## src/rtl/i2cm_pkg.sv

```systemverilog
`default_nettype none
package i2cm_pkg;

  // Command codes carried in the operation field
  typedef enum logic [2:0] {
    OP_START    = 3'd0,
    OP_STOP     = 3'd1,
    OP_WRITE    = 3'd2,
    OP_READ     = 3'd3,
    OP_ACK      = 3'd4,
    OP_NACK     = 3'd5,
    OP_WAIT_ACK = 3'd6
  } op_t;

  // Bus phases; each holds for the configured number of ticks
  typedef enum logic [4:0] {
    PH_IDLE = 5'd0,
    PH_ST_A = 5'd1,
    PH_ST_B = 5'd2,
    PH_ST_C = 5'd3,
    PH_SP_A = 5'd4,
    PH_SP_B = 5'd5,
    PH_SP_C = 5'd6,
    PH_SP_D = 5'd7,
    PH_AK_A = 5'd8,
    PH_AK_B = 5'd9,
    PH_AK_C = 5'd10,
    PH_AK_D = 5'd11,
    PH_WR_A = 5'd12,
    PH_WR_B = 5'd13,
    PH_WR_C = 5'd14,
    PH_WR_E = 5'd15,
    PH_RD_R = 5'd16,
    PH_RD_A = 5'd17,
    PH_RD_B = 5'd18,
    PH_RD_E = 5'd19,
    PH_WA_R = 5'd20,
    PH_WA_H = 5'd21,
    PH_WA_P = 5'd22,
    PH_WA_E = 5'd23
  } phase_t;

  // Configuration register indexes
  localparam logic CFG_PHASE_TICKS    = 1'b0;
  localparam logic CFG_ACK_POLL_LIMIT = 1'b1;

  localparam logic [7:0] PHASE_TICKS_RST    = 8'd1;
  localparam logic [7:0] ACK_POLL_LIMIT_RST = 8'd250;

  // One result as handed from the sequencer to the output stage
  typedef struct packed {
    logic       scl_level;
    logic       sda_release;
    logic       busy_res;
    logic       done_res;
    logic [7:0] read_data;
    logic       ack_missing;
  } res_t;

endpackage
`default_nettype wire

```

## src/rtl/i2cm_if.sv

```systemverilog
`default_nettype none
// Tick channel into the block
interface i2cm_in_if;
  logic       valid;
  logic       ready;
  logic       cmd_valid;
  logic [2:0] operation;
  logic [7:0] write_data;
  logic       sda_in;

  modport source (output valid, cmd_valid, operation, write_data, sda_in, input ready);
  modport sink   (input valid, cmd_valid, operation, write_data, sda_in, output ready);
endinterface

// Result channel out of the block
interface i2cm_out_if;
  logic       valid;
  logic       ready;
  logic       scl_level;
  logic       sda_release;
  logic       busy_res;
  logic       done_res;
  logic [7:0] read_data;
  logic       ack_missing;

  modport source (output valid, scl_level, sda_release, busy_res, done_res, read_data,
                  ack_missing, input ready);
  modport sink   (input valid, scl_level, sda_release, busy_res, done_res, read_data,
                  ack_missing, output ready);
endinterface
`default_nettype wire

```

## src/rtl/i2c_bit_level_master_top.sv

```systemverilog
`default_nettype none
// Bit-level I2C master sequencer. Every request on in_chan is one timing tick
// and yields exactly one result on out_chan carrying the SCL and SDA levels to
// drive, busy and done flags, the last read byte and the missing-ack flag.
// A command on a tick is acted on only while idle, else ignored; it then runs as
// a chain of bus phases, each held for phase_ticks ticks (zero counts as one).
// Bytes go out MSB first; read bits are sampled at the end of the SCL-high
// phase; wait-ack tolerates ack_poll_limit high samples, gives up on the next
// high one, issues a stop and sets ack_missing. One tick is taken per clock:
// the sequencer state steps once per accepted request and the result register
// frees in the same cycle it is read, so the rate is set only by how fast the
// result side drains. Configuration writes take effect at the next edge; the
// user must make them only while idle, which the block does not enforce.
module i2c_bit_level_master_top (
  input  wire logic       clk,
  input  wire logic       rst_n,
  input  wire logic       cfg_we,
  input  wire logic       cfg_index,
  input  wire logic [7:0] cfg_wdata,
  i2cm_in_if.sink         in_chan,
  i2cm_out_if.source      out_chan
);
  import i2cm_pkg::*;

  logic ready;
  logic step;
  res_t res;

  assign in_chan.ready = ready;
  assign step          = in_chan.valid && ready;

  i2cm_seq u_seq (
    .clk        (clk),
    .rst_n      (rst_n),
    .step       (step),
    .cmd_valid  (in_chan.cmd_valid),
    .operation  (in_chan.operation),
    .write_data (in_chan.write_data),
    .sda_in     (in_chan.sda_in),
    .cfg_we     (cfg_we),
    .cfg_index  (cfg_index),
    .cfg_wdata  (cfg_wdata),
    .res        (res)
  );

  i2cm_out_stage u_out (
    .clk      (clk),
    .rst_n    (rst_n),
    .step     (step),
    .res      (res),
    .in_ready (ready),
    .out_ch   (out_chan)
  );

endmodule
`default_nettype wire

```

## src/rtl/i2cm_seq.sv

```systemverilog
`default_nettype none
module i2cm_seq (
  input  wire logic          clk,
  input  wire logic          rst_n,
  input  wire logic          step,
  input  wire logic          cmd_valid,
  input  wire logic [2:0]    operation,
  input  wire logic [7:0]    write_data,
  input  wire logic          sda_in,
  input  wire logic          cfg_we,
  input  wire logic          cfg_index,
  input  wire logic [7:0]    cfg_wdata,
  output i2cm_pkg::res_t     res
);
  import i2cm_pkg::*;

  logic [7:0] phase_ticks_r, ack_poll_limit_r;
  phase_t     phase_r, phase_nxt;
  op_t        cmd_r, cmd_nxt;
  logic [3:0] bit_r, bit_nxt;
  logic [7:0] shift_r, shift_nxt;
  logic [7:0] tick_r, tick_nxt;
  logic [7:0] poll_r, poll_nxt;
  logic       scl_r, scl_nxt;
  logic       sda_r, sda_nxt;
  logic       ack_err_r, ack_err_nxt;
  logic [7:0] rx_r, rx_nxt;
  logic       done;
  logic       enter_en;
  phase_t     enter_ph;
  logic [7:0] pt;
  logic       tick_end;

  // Configuration registers
  always_ff @(posedge clk) begin
    if (!rst_n) begin
      phase_ticks_r    <= PHASE_TICKS_RST;
      ack_poll_limit_r <= ACK_POLL_LIMIT_RST;
    end else if (cfg_we) begin
      if (cfg_index == CFG_PHASE_TICKS) phase_ticks_r <= cfg_wdata;
      else                              ack_poll_limit_r <= cfg_wdata;
    end
  end

  // Phase length, a zero setting counts as one tick
  assign pt       = (phase_ticks_r == 8'd0) ? 8'd1 : phase_ticks_r;
  assign tick_end = ({1'b0, tick_r} + 9'd1) >= {1'b0, pt};

  // Next sequencer state for one tick
  always_comb begin
    phase_nxt   = phase_r;
    cmd_nxt     = cmd_r;
    bit_nxt     = bit_r;
    shift_nxt   = shift_r;
    tick_nxt    = tick_r;
    poll_nxt    = poll_r;
    scl_nxt     = scl_r;
    sda_nxt     = sda_r;
    ack_err_nxt = ack_err_r;
    rx_nxt      = rx_r;
    done        = 1'b0;
    enter_en    = 1'b0;
    enter_ph    = PH_IDLE;

    if (phase_r == PH_IDLE) begin
      // Take a new command; an unknown code leaves the block idle
      if (cmd_valid) begin
        case (op_t'(operation))
          OP_START: begin
            enter_en = 1'b1; enter_ph = PH_ST_A;
          end
          OP_STOP: begin
            enter_en = 1'b1; enter_ph = PH_SP_A;
          end
          OP_WRITE: begin
            shift_nxt = write_data;
            enter_en  = 1'b1; enter_ph = PH_WR_A;
          end
          OP_READ: begin
            shift_nxt = 8'd0;
            enter_en  = 1'b1; enter_ph = PH_RD_R;
          end
          OP_ACK, OP_NACK: begin
            enter_en = 1'b1; enter_ph = PH_AK_A;
          end
          OP_WAIT_ACK: begin
            ack_err_nxt = 1'b0;
            poll_nxt    = 8'd0;
            enter_en    = 1'b1; enter_ph = PH_WA_R;
          end
          default: ;
        endcase
        if (enter_en) begin
          cmd_nxt = op_t'(operation);
          bit_nxt = 4'd0;
        end
      end
    end else if (tick_end) begin
      // Phase has run its length: move on
      case (phase_r)
        PH_ST_C, PH_SP_D, PH_AK_D, PH_WR_E, PH_WA_E: begin
          phase_nxt = PH_IDLE; tick_nxt = 8'd0; done = 1'b1;
        end
        PH_RD_E: begin
          rx_nxt    = shift_r;
          phase_nxt = PH_IDLE; tick_nxt = 8'd0; done = 1'b1;
        end
        PH_WR_C: begin
          bit_nxt  = bit_r + 4'd1;
          enter_en = 1'b1;
          enter_ph = bit_nxt[3] ? PH_WR_E : PH_WR_A;
        end
        PH_RD_B: begin
          shift_nxt = {shift_r[6:0], sda_in};
          bit_nxt   = bit_r + 4'd1;
          enter_en  = 1'b1;
          enter_ph  = bit_nxt[3] ? PH_RD_E : PH_RD_A;
        end
        PH_WA_H, PH_WA_P: begin
          enter_en = 1'b1;
          if (!sda_in) begin
            enter_ph = PH_WA_E;
          end else if (poll_r >= ack_poll_limit_r) begin
            ack_err_nxt = 1'b1;
            enter_ph    = PH_SP_A;
          end else begin
            poll_nxt = poll_r + 8'd1;
            enter_ph = PH_WA_P;
          end
        end
        default: begin
          if (phase_r > PH_WA_E) begin
            phase_nxt = PH_IDLE; tick_nxt = 8'd0; done = 1'b1;
          end else begin
            enter_en = 1'b1;
            enter_ph = phase_t'(phase_r + 5'd1);
          end
        end
      endcase
    end else begin
      tick_nxt = tick_r + 8'd1;
    end

    // Line changes made on entry to a phase
    if (enter_en) begin
      phase_nxt = enter_ph;
      tick_nxt  = 8'd0;
      case (enter_ph)
        PH_ST_A: begin sda_nxt = 1'b1; scl_nxt = 1'b1; end
        PH_ST_B: sda_nxt = 1'b0;
        PH_ST_C: scl_nxt = 1'b0;
        PH_SP_A: scl_nxt = 1'b0;
        PH_SP_B: sda_nxt = 1'b0;
        PH_SP_C: scl_nxt = 1'b1;
        PH_SP_D: sda_nxt = 1'b1;
        PH_AK_A: scl_nxt = 1'b0;
        PH_AK_B: sda_nxt = (cmd_nxt == OP_NACK);
        PH_AK_C: scl_nxt = 1'b1;
        PH_AK_D: scl_nxt = 1'b0;
        PH_WR_A: scl_nxt = 1'b0;
        PH_WR_B: begin
          sda_nxt   = shift_nxt[7];
          shift_nxt = {shift_nxt[6:0], 1'b0};
        end
        PH_WR_C: scl_nxt = 1'b1;
        PH_WR_E: scl_nxt = 1'b0;
        PH_RD_R: sda_nxt = 1'b1;
        PH_RD_A: scl_nxt = 1'b0;
        PH_RD_B: scl_nxt = 1'b1;
        PH_RD_E: scl_nxt = 1'b0;
        PH_WA_R: sda_nxt = 1'b1;
        PH_WA_H: scl_nxt = 1'b1;
        PH_WA_E: scl_nxt = 1'b0;
        default: ;
      endcase
    end
  end

  // Advance the sequencer once per accepted tick
  always_ff @(posedge clk) begin
    if (!rst_n) begin
      phase_r   <= PH_IDLE;
      cmd_r     <= OP_START;
      bit_r     <= 4'd0;
      shift_r   <= 8'd0;
      tick_r    <= 8'd0;
      poll_r    <= 8'd0;
      scl_r     <= 1'b1;
      sda_r     <= 1'b1;
      ack_err_r <= 1'b0;
      rx_r      <= 8'd0;
    end else if (step) begin
      phase_r   <= phase_nxt;
      cmd_r     <= cmd_nxt;
      bit_r     <= bit_nxt;
      shift_r   <= shift_nxt;
      tick_r    <= tick_nxt;
      poll_r    <= poll_nxt;
      scl_r     <= scl_nxt;
      sda_r     <= sda_nxt;
      ack_err_r <= ack_err_nxt;
      rx_r      <= rx_nxt;
    end
  end

  // Result for this tick
  always_comb begin
    res.scl_level   = scl_nxt;
    res.sda_release = sda_nxt;
    res.busy_res    = (phase_nxt != PH_IDLE);
    res.done_res    = done;
    res.read_data   = rx_nxt;
    res.ack_missing = ack_err_nxt;
  end

endmodule
`default_nettype wire

```

## src/rtl/i2cm_out_stage.sv

```systemverilog
`default_nettype none
module i2cm_out_stage (
  input  wire logic      clk,
  input  wire logic      rst_n,
  input  wire logic      step,
  input  i2cm_pkg::res_t res,
  output logic           in_ready,
  i2cm_out_if.source     out_ch
);
  import i2cm_pkg::*;

  logic valid_r, valid_nxt;
  res_t res_r;

  // Take a new tick whenever the result register is empty or being drained
  assign in_ready = !valid_r || out_ch.ready;

  always_comb begin
    valid_nxt = valid_r;
    if (step)              valid_nxt = 1'b1;
    else if (out_ch.ready) valid_nxt = 1'b0;
  end

  always_ff @(posedge clk) begin
    if (!rst_n) valid_r <= 1'b0;
    else        valid_r <= valid_nxt;
  end

  // Hold the result payload until the next request is taken
  always_ff @(posedge clk) begin
    if (step) res_r <= res;
  end

  assign out_ch.valid       = valid_r;
  assign out_ch.scl_level   = res_r.scl_level;
  assign out_ch.sda_release = res_r.sda_release;
  assign out_ch.busy_res    = res_r.busy_res;
  assign out_ch.done_res    = res_r.done_res;
  assign out_ch.read_data   = res_r.read_data;
  assign out_ch.ack_missing = res_r.ack_missing;

endmodule
`default_nettype wire

```

## src/flat_wrapper.sv

```systemverilog
// flat-port wrapper written by rule: the top's interface ports become plain ports
module i2c_bit_level_master_top_flat import i2cm_pkg::*;
  (clk, rst_n, cfg_we, cfg_index, cfg_wdata, in_chan_valid, in_chan_cmd_valid, in_chan_operation, in_chan_write_data, in_chan_sda_in, in_chan_ready, out_chan_valid, out_chan_scl_level, out_chan_sda_release, out_chan_busy_res, out_chan_done_res, out_chan_read_data, out_chan_ack_missing, out_chan_ready);
  i2cm_in_if in_chan_i ();
  i2cm_out_if out_chan_i ();
  input  wire logic clk;
  input  wire logic rst_n;
  input  wire logic cfg_we;
  input  wire logic cfg_index;
  input  wire logic [7:0] cfg_wdata;
  input wire logic [$bits(in_chan_i.valid)-1:0] in_chan_valid;
  input wire logic [$bits(in_chan_i.cmd_valid)-1:0] in_chan_cmd_valid;
  input wire logic [$bits(in_chan_i.operation)-1:0] in_chan_operation;
  input wire logic [$bits(in_chan_i.write_data)-1:0] in_chan_write_data;
  input wire logic [$bits(in_chan_i.sda_in)-1:0] in_chan_sda_in;
  output wire logic [$bits(in_chan_i.ready)-1:0] in_chan_ready;
  output wire logic [$bits(out_chan_i.valid)-1:0] out_chan_valid;
  output wire logic [$bits(out_chan_i.scl_level)-1:0] out_chan_scl_level;
  output wire logic [$bits(out_chan_i.sda_release)-1:0] out_chan_sda_release;
  output wire logic [$bits(out_chan_i.busy_res)-1:0] out_chan_busy_res;
  output wire logic [$bits(out_chan_i.done_res)-1:0] out_chan_done_res;
  output wire logic [$bits(out_chan_i.read_data)-1:0] out_chan_read_data;
  output wire logic [$bits(out_chan_i.ack_missing)-1:0] out_chan_ack_missing;
  input wire logic [$bits(out_chan_i.ready)-1:0] out_chan_ready;
  assign in_chan_i.valid = in_chan_valid;
  assign in_chan_i.cmd_valid = in_chan_cmd_valid;
  assign in_chan_i.operation = in_chan_operation;
  assign in_chan_i.write_data = in_chan_write_data;
  assign in_chan_i.sda_in = in_chan_sda_in;
  assign in_chan_ready = in_chan_i.ready;
  assign out_chan_valid = out_chan_i.valid;
  assign out_chan_scl_level = out_chan_i.scl_level;
  assign out_chan_sda_release = out_chan_i.sda_release;
  assign out_chan_busy_res = out_chan_i.busy_res;
  assign out_chan_done_res = out_chan_i.done_res;
  assign out_chan_read_data = out_chan_i.read_data;
  assign out_chan_ack_missing = out_chan_i.ack_missing;
  assign out_chan_i.ready = out_chan_ready;
  i2c_bit_level_master_top u_core (.clk(clk), .rst_n(rst_n), .cfg_we(cfg_we), .cfg_index(cfg_index), .cfg_wdata(cfg_wdata), .in_chan(in_chan_i), .out_chan(out_chan_i));
endmodule
```

## config.mk

```make
export PLATFORM = sky130hd
export DESIGN_NAME = i2c_bit_level_master_top_flat
export DESIGN_NICKNAME = d
export VERILOG_FILES = /design/src/rtl/i2cm_pkg.sv /design/src/rtl/i2cm_if.sv /design/src/rtl/i2c_bit_level_master_top.sv /design/src/rtl/i2cm_seq.sv /design/src/rtl/i2cm_out_stage.sv /design/src/flat_wrapper.sv
export SDC_FILE = /design/constraint.sdc
export NUM_CORES = 1
export LEC_CHECK = 0
export ABC_AREA = 1
export BUFFER_PORTS_ARGS = -buffer_cell sky130_fd_sc_hd__buf_2
export CORE_MARGIN = 2
export CORE_UTILIZATION = 54
export DETAILED_ROUTE_END_ITERATION = 7
export PLACE_DENSITY_LB_ADDON = 0.15
export SLEW_MARGIN = 20
export SYNTH_ARGS = -nofsm -noshare
export SYNTH_HDL_FRONTEND = slang
export SYNTH_SLANG_ARGS = --single-unit
```

## constraint.sdc

```tcl
create_clock -name clk -period 2.8 [get_ports clk]
set_input_delay 0.56 -clock clk [delete_from_list [all_inputs] [get_ports clk]]
set_output_delay 0.56 -clock clk [all_outputs]
set_load 0.05 [all_outputs]
```

==> metrics.txt <==
yosys warns=0; Cells after Synth=693; largest family of logic cells by synthesized area=simple AND/OR/NAND/NOR gates; Synth Area in XOR/XNOR=1.45%; Final WS setup=-0.239 ns; CP startpoint kind=register; Initial DRC Count=310; failing checks=negative setup slack; IO Pins=42; Starting Density=55.7%; DR vias/cell=~5.4; post-DR wirelength/cell=14.2 um; Relative slew margins=59.8%; Synth area leaders=dfxtp_1 27%, nand2_1 12%, edfxtp_1 8.1%; max-slew violation count=0; total core area=0.00868 mm^2; DRC viols=0; unrepaired setup endpoints after global routing=true; Post-Synth Simple-Gate Area=30.3%; asr flop ratio synth=0%; pin count of the biggest net entering global routing=45; final period utilization=109%; Compound-Gate Fraction of Synth Area=17.2%; worst skew pair latency=0.37 ns; cells along the critical path=ha_4 > nand2_4 > nor2_4 > nand3_2 > xor2_1 > inv_1 > ha_4 > nand2_1 > inv_2 > nand3_4 > inv_4 > nand3_4 > nand3_4 > buf_4 > nor2_2 > nor2_2 > nand2_4 > buf_4 > nor3_4 > a21oi_1 > nor3_1; post-detail-place hpwl=about 8600 um; CTS buffer count=9; hold slack=0.424 ns; mux cell area share after synthesis=0.207%; arrival time worst endpoint=~3.3 ns; Seq/Total Area, Yosys=34.6%; DRT Pass-1 Iters=5; htree depth=3; CTS Buffer Depth=2; Synth Net Count=744; TritonCTS clock tree=built; share of layout cells above drive strength 1=28.7%; synthesized area per cell=6.97 um^2; Clock transition at path regs=0.08 ns; die area=0.00972 mm^2; Yosys top cell by area=dfxtp_1; # hold bufs at CTS=0; synth unique cells=45; Most used DFF post-synth=dfxtp_1; Post-Syn Area=0.00483 mm^2; Crit Path Class=register to register; EDFF count, synth=13; most instantiated library cell after synthesis=nand2_1; worst path bufs/invs=5; Congestion Overflow GR=0; number of max-cap violations=0; DRT antenna net count=0; Peak VDD IR=354 uV; Crit path top cell by count=nand3_4; Post-DP Area=~0.0054 mm^2; die extent in x=98.6 um; Yosys top cell area share=between 20% and 30%; Std-Cell Rows=34; Nets=~830; Final Critical Period=3.04 ns; DIE HEIGHT=between 90 and 100 um; Post-Route WL=12700 um; CP endpoint kind=register; vias in the first global route=4630; delay-heaviest family, CP=simple AND/OR/NAND/NOR gates; Leak Pwr=2.95 nW; Hold Path Class=input pin to register; clk root buf=clkbuf_8; clock skew=0.0111 ns; Inserted Diodes=0; Max Fclk=329 MHz; Critical Path Fanout Max=7; clock sinks=slightly below 80; post-route cell area=~0.006 mm^2; most common library cells after synthesis=150 x nand2_1, 91 x inv_1, 66 x nor2_1; final hold vios=0; antenna violations before repair=0; quantity of I/O buffers inserted on ports=41; status=complete, but fails checks; Crit-path slowest cell=dfxtp_4; pwr/cell area=544 mW/mm^2; Critical Path RT=approximately 3 ns; Vias=4848; Worst Tran Pin Value=0.603 ns; first-pass GRT wire length=20900 um; Synth Area in Adders=6.21%; Layout area overhead=27.6%; count of final setup violators=between 40 and 50; GPL Wtd Cong=1.01; Yosys reg bits=between 70 and 80; Critical Path Max Stage Delay=0.38 ns; Setup TNS=-4.91 ns; all-layer global routing usage=26.3%; power consumption=0.00336 W
==> worst paths after layout <==
path         cells after the start                       endpoint                          start  slack, ns
max reg2reg                     21         u_core.u_seq.poll_r[5]         u_core.u_seq.tick_r[0]      -0.24
min reg2reg                      2  u_core.u_seq.phase_ticks_r[0]  u_core.u_seq.phase_ticks_r[0]       0.48
min                              3  u_core.u_seq.phase_ticks_r[0]                   cfg_wdata[0]       0.42
max                             21         u_core.u_seq.poll_r[5]         u_core.u_seq.tick_r[0]      -0.24
==> cells by family (layout without fill, tap and decap cells) <==
| logic type | after synthesis | count (layout) |
|---|---|---|
| and+or+nand+nor | 313 | 314 |
| AOI/OAI and AO/OA | 147 | 147 |
| buffers and inverters | 123 | 212 |
| DFF | 77 | 77 |
| adders and majority gates | 24 | 24 |
| xor gates and xnor gates | 8 | 8 |
| muxes | 1 | 1 |
==> flip-flops by register name, summed over array words and instances, names as in the netlist, 4 cells and up <==
name,cells
u_core.u_seq.bit_r,4
u_core.u_seq.tick_r,8
u_core.u_seq.shift_r,8
u_core.u_seq.poll_r,8
u_core.u_out.out_ch.read_data,8
u_core.u_seq.rx_r,8
u_core.u_seq.phase_ticks_r,8
u_core.u_seq.phase_r,5
u_core.u_seq.ack_poll_limit_r,8
==> power by group <==
group | internal (W) | total [W] | switching [W]
logic | 0.000451 | 0.00120 | 0.000750
clock network | 0.000458 | 0.000899 | 0.000441
registers | 0.00121 | 0.00126 | 0.0000492
total | 0.00211 | 0.00336 | 0.00124
==> layout by cell type, fill, tap and decap left out, drive strengths merged <==
cell type | netlist | routed
o21ai | 58 | 58
a21o | 4 | 4
a211oi | 1 | 1
o211ai | 7 | 7
a21oi | 61 | 61
xnor2 | 3 | 3
mux2i | 1 | 1
a31oi | 6 | 6
xor2 | 5 | 5
inv | 101 | 103
nor4 | 2 | 2
nor3 | 9 | 9
nand2 | 168 | 168
dfxtp | 64 | 64
o31ai | 3 | 3
and3 | 3 | 3
edfxtp | 13 | 13
nand4 | 9 | 9
a41o | 1 | 1
clkinv | 2 | 3
a32oi | 1 | 1
clkbuf | 13 | 13
buf | 7 | 93
ha | 24 | 24
a2bb2oi | 1 | 1
nand3 | 42 | 43
a32o | 3 | 3
o22ai | 1 | 1
nor2 | 80 | 80
==> worst register-to-register path, delay by kind of cell (launching register included) <==
family | cells | cell delay (ns)
DFF | 1 | 0.38
AOI/OAI and AO/OA | 1 | 0.11
xor gates and xnor gates | 1 | 0.18
buffers and inverters | 5 | 0.60
and+or+nand+nor | 12 | 1.27
adders and majority gates | 2 | 0.44
==> through the flow <==
stage	setup WS (ns)	instances	util, %
3_3_place_gp	-0.104	856	61.8
6_report	-0.239	891	71.0
4_1_cts	-0.0883	885	68.1
2_1_floorplan	0.00198	693	-
5_1_grt	-0.392	891	71.0
3_5_place_dp	-0.228	856	61.8
==> layout make-up <==
class                   count  area, um^2
repair buffers             93         686
inverters                 103         400
multi-input cells         494        3050
clock buffers              13         191
fillers                   706        2510
well taps                 108         135
clock inverters             3        20.0
flip-flops and latches     77        1680
==> timing repair <==
item	4_1_cts	5_1_grt
gates cloned	1	0
buffers inserted	14	7
endpoints found under the hold margin	0	0
endpoints found under the setup margin	37	56
resized for setup	61	58
pin swaps	35	27
==> routing by layer <==
layer | wire length, um | GRT usage (%) | part of all wire (%)
met1 | 5270 | 31.7 | 42
met3 | 576 | 3.26 | 4.5
met2 | 6520 | 47.5 | 51
met5 | 0 | 0 | 0
met4 | 299 | 10.0 | 2.4
Note: power is estimated with default switching activity, not from simulation.
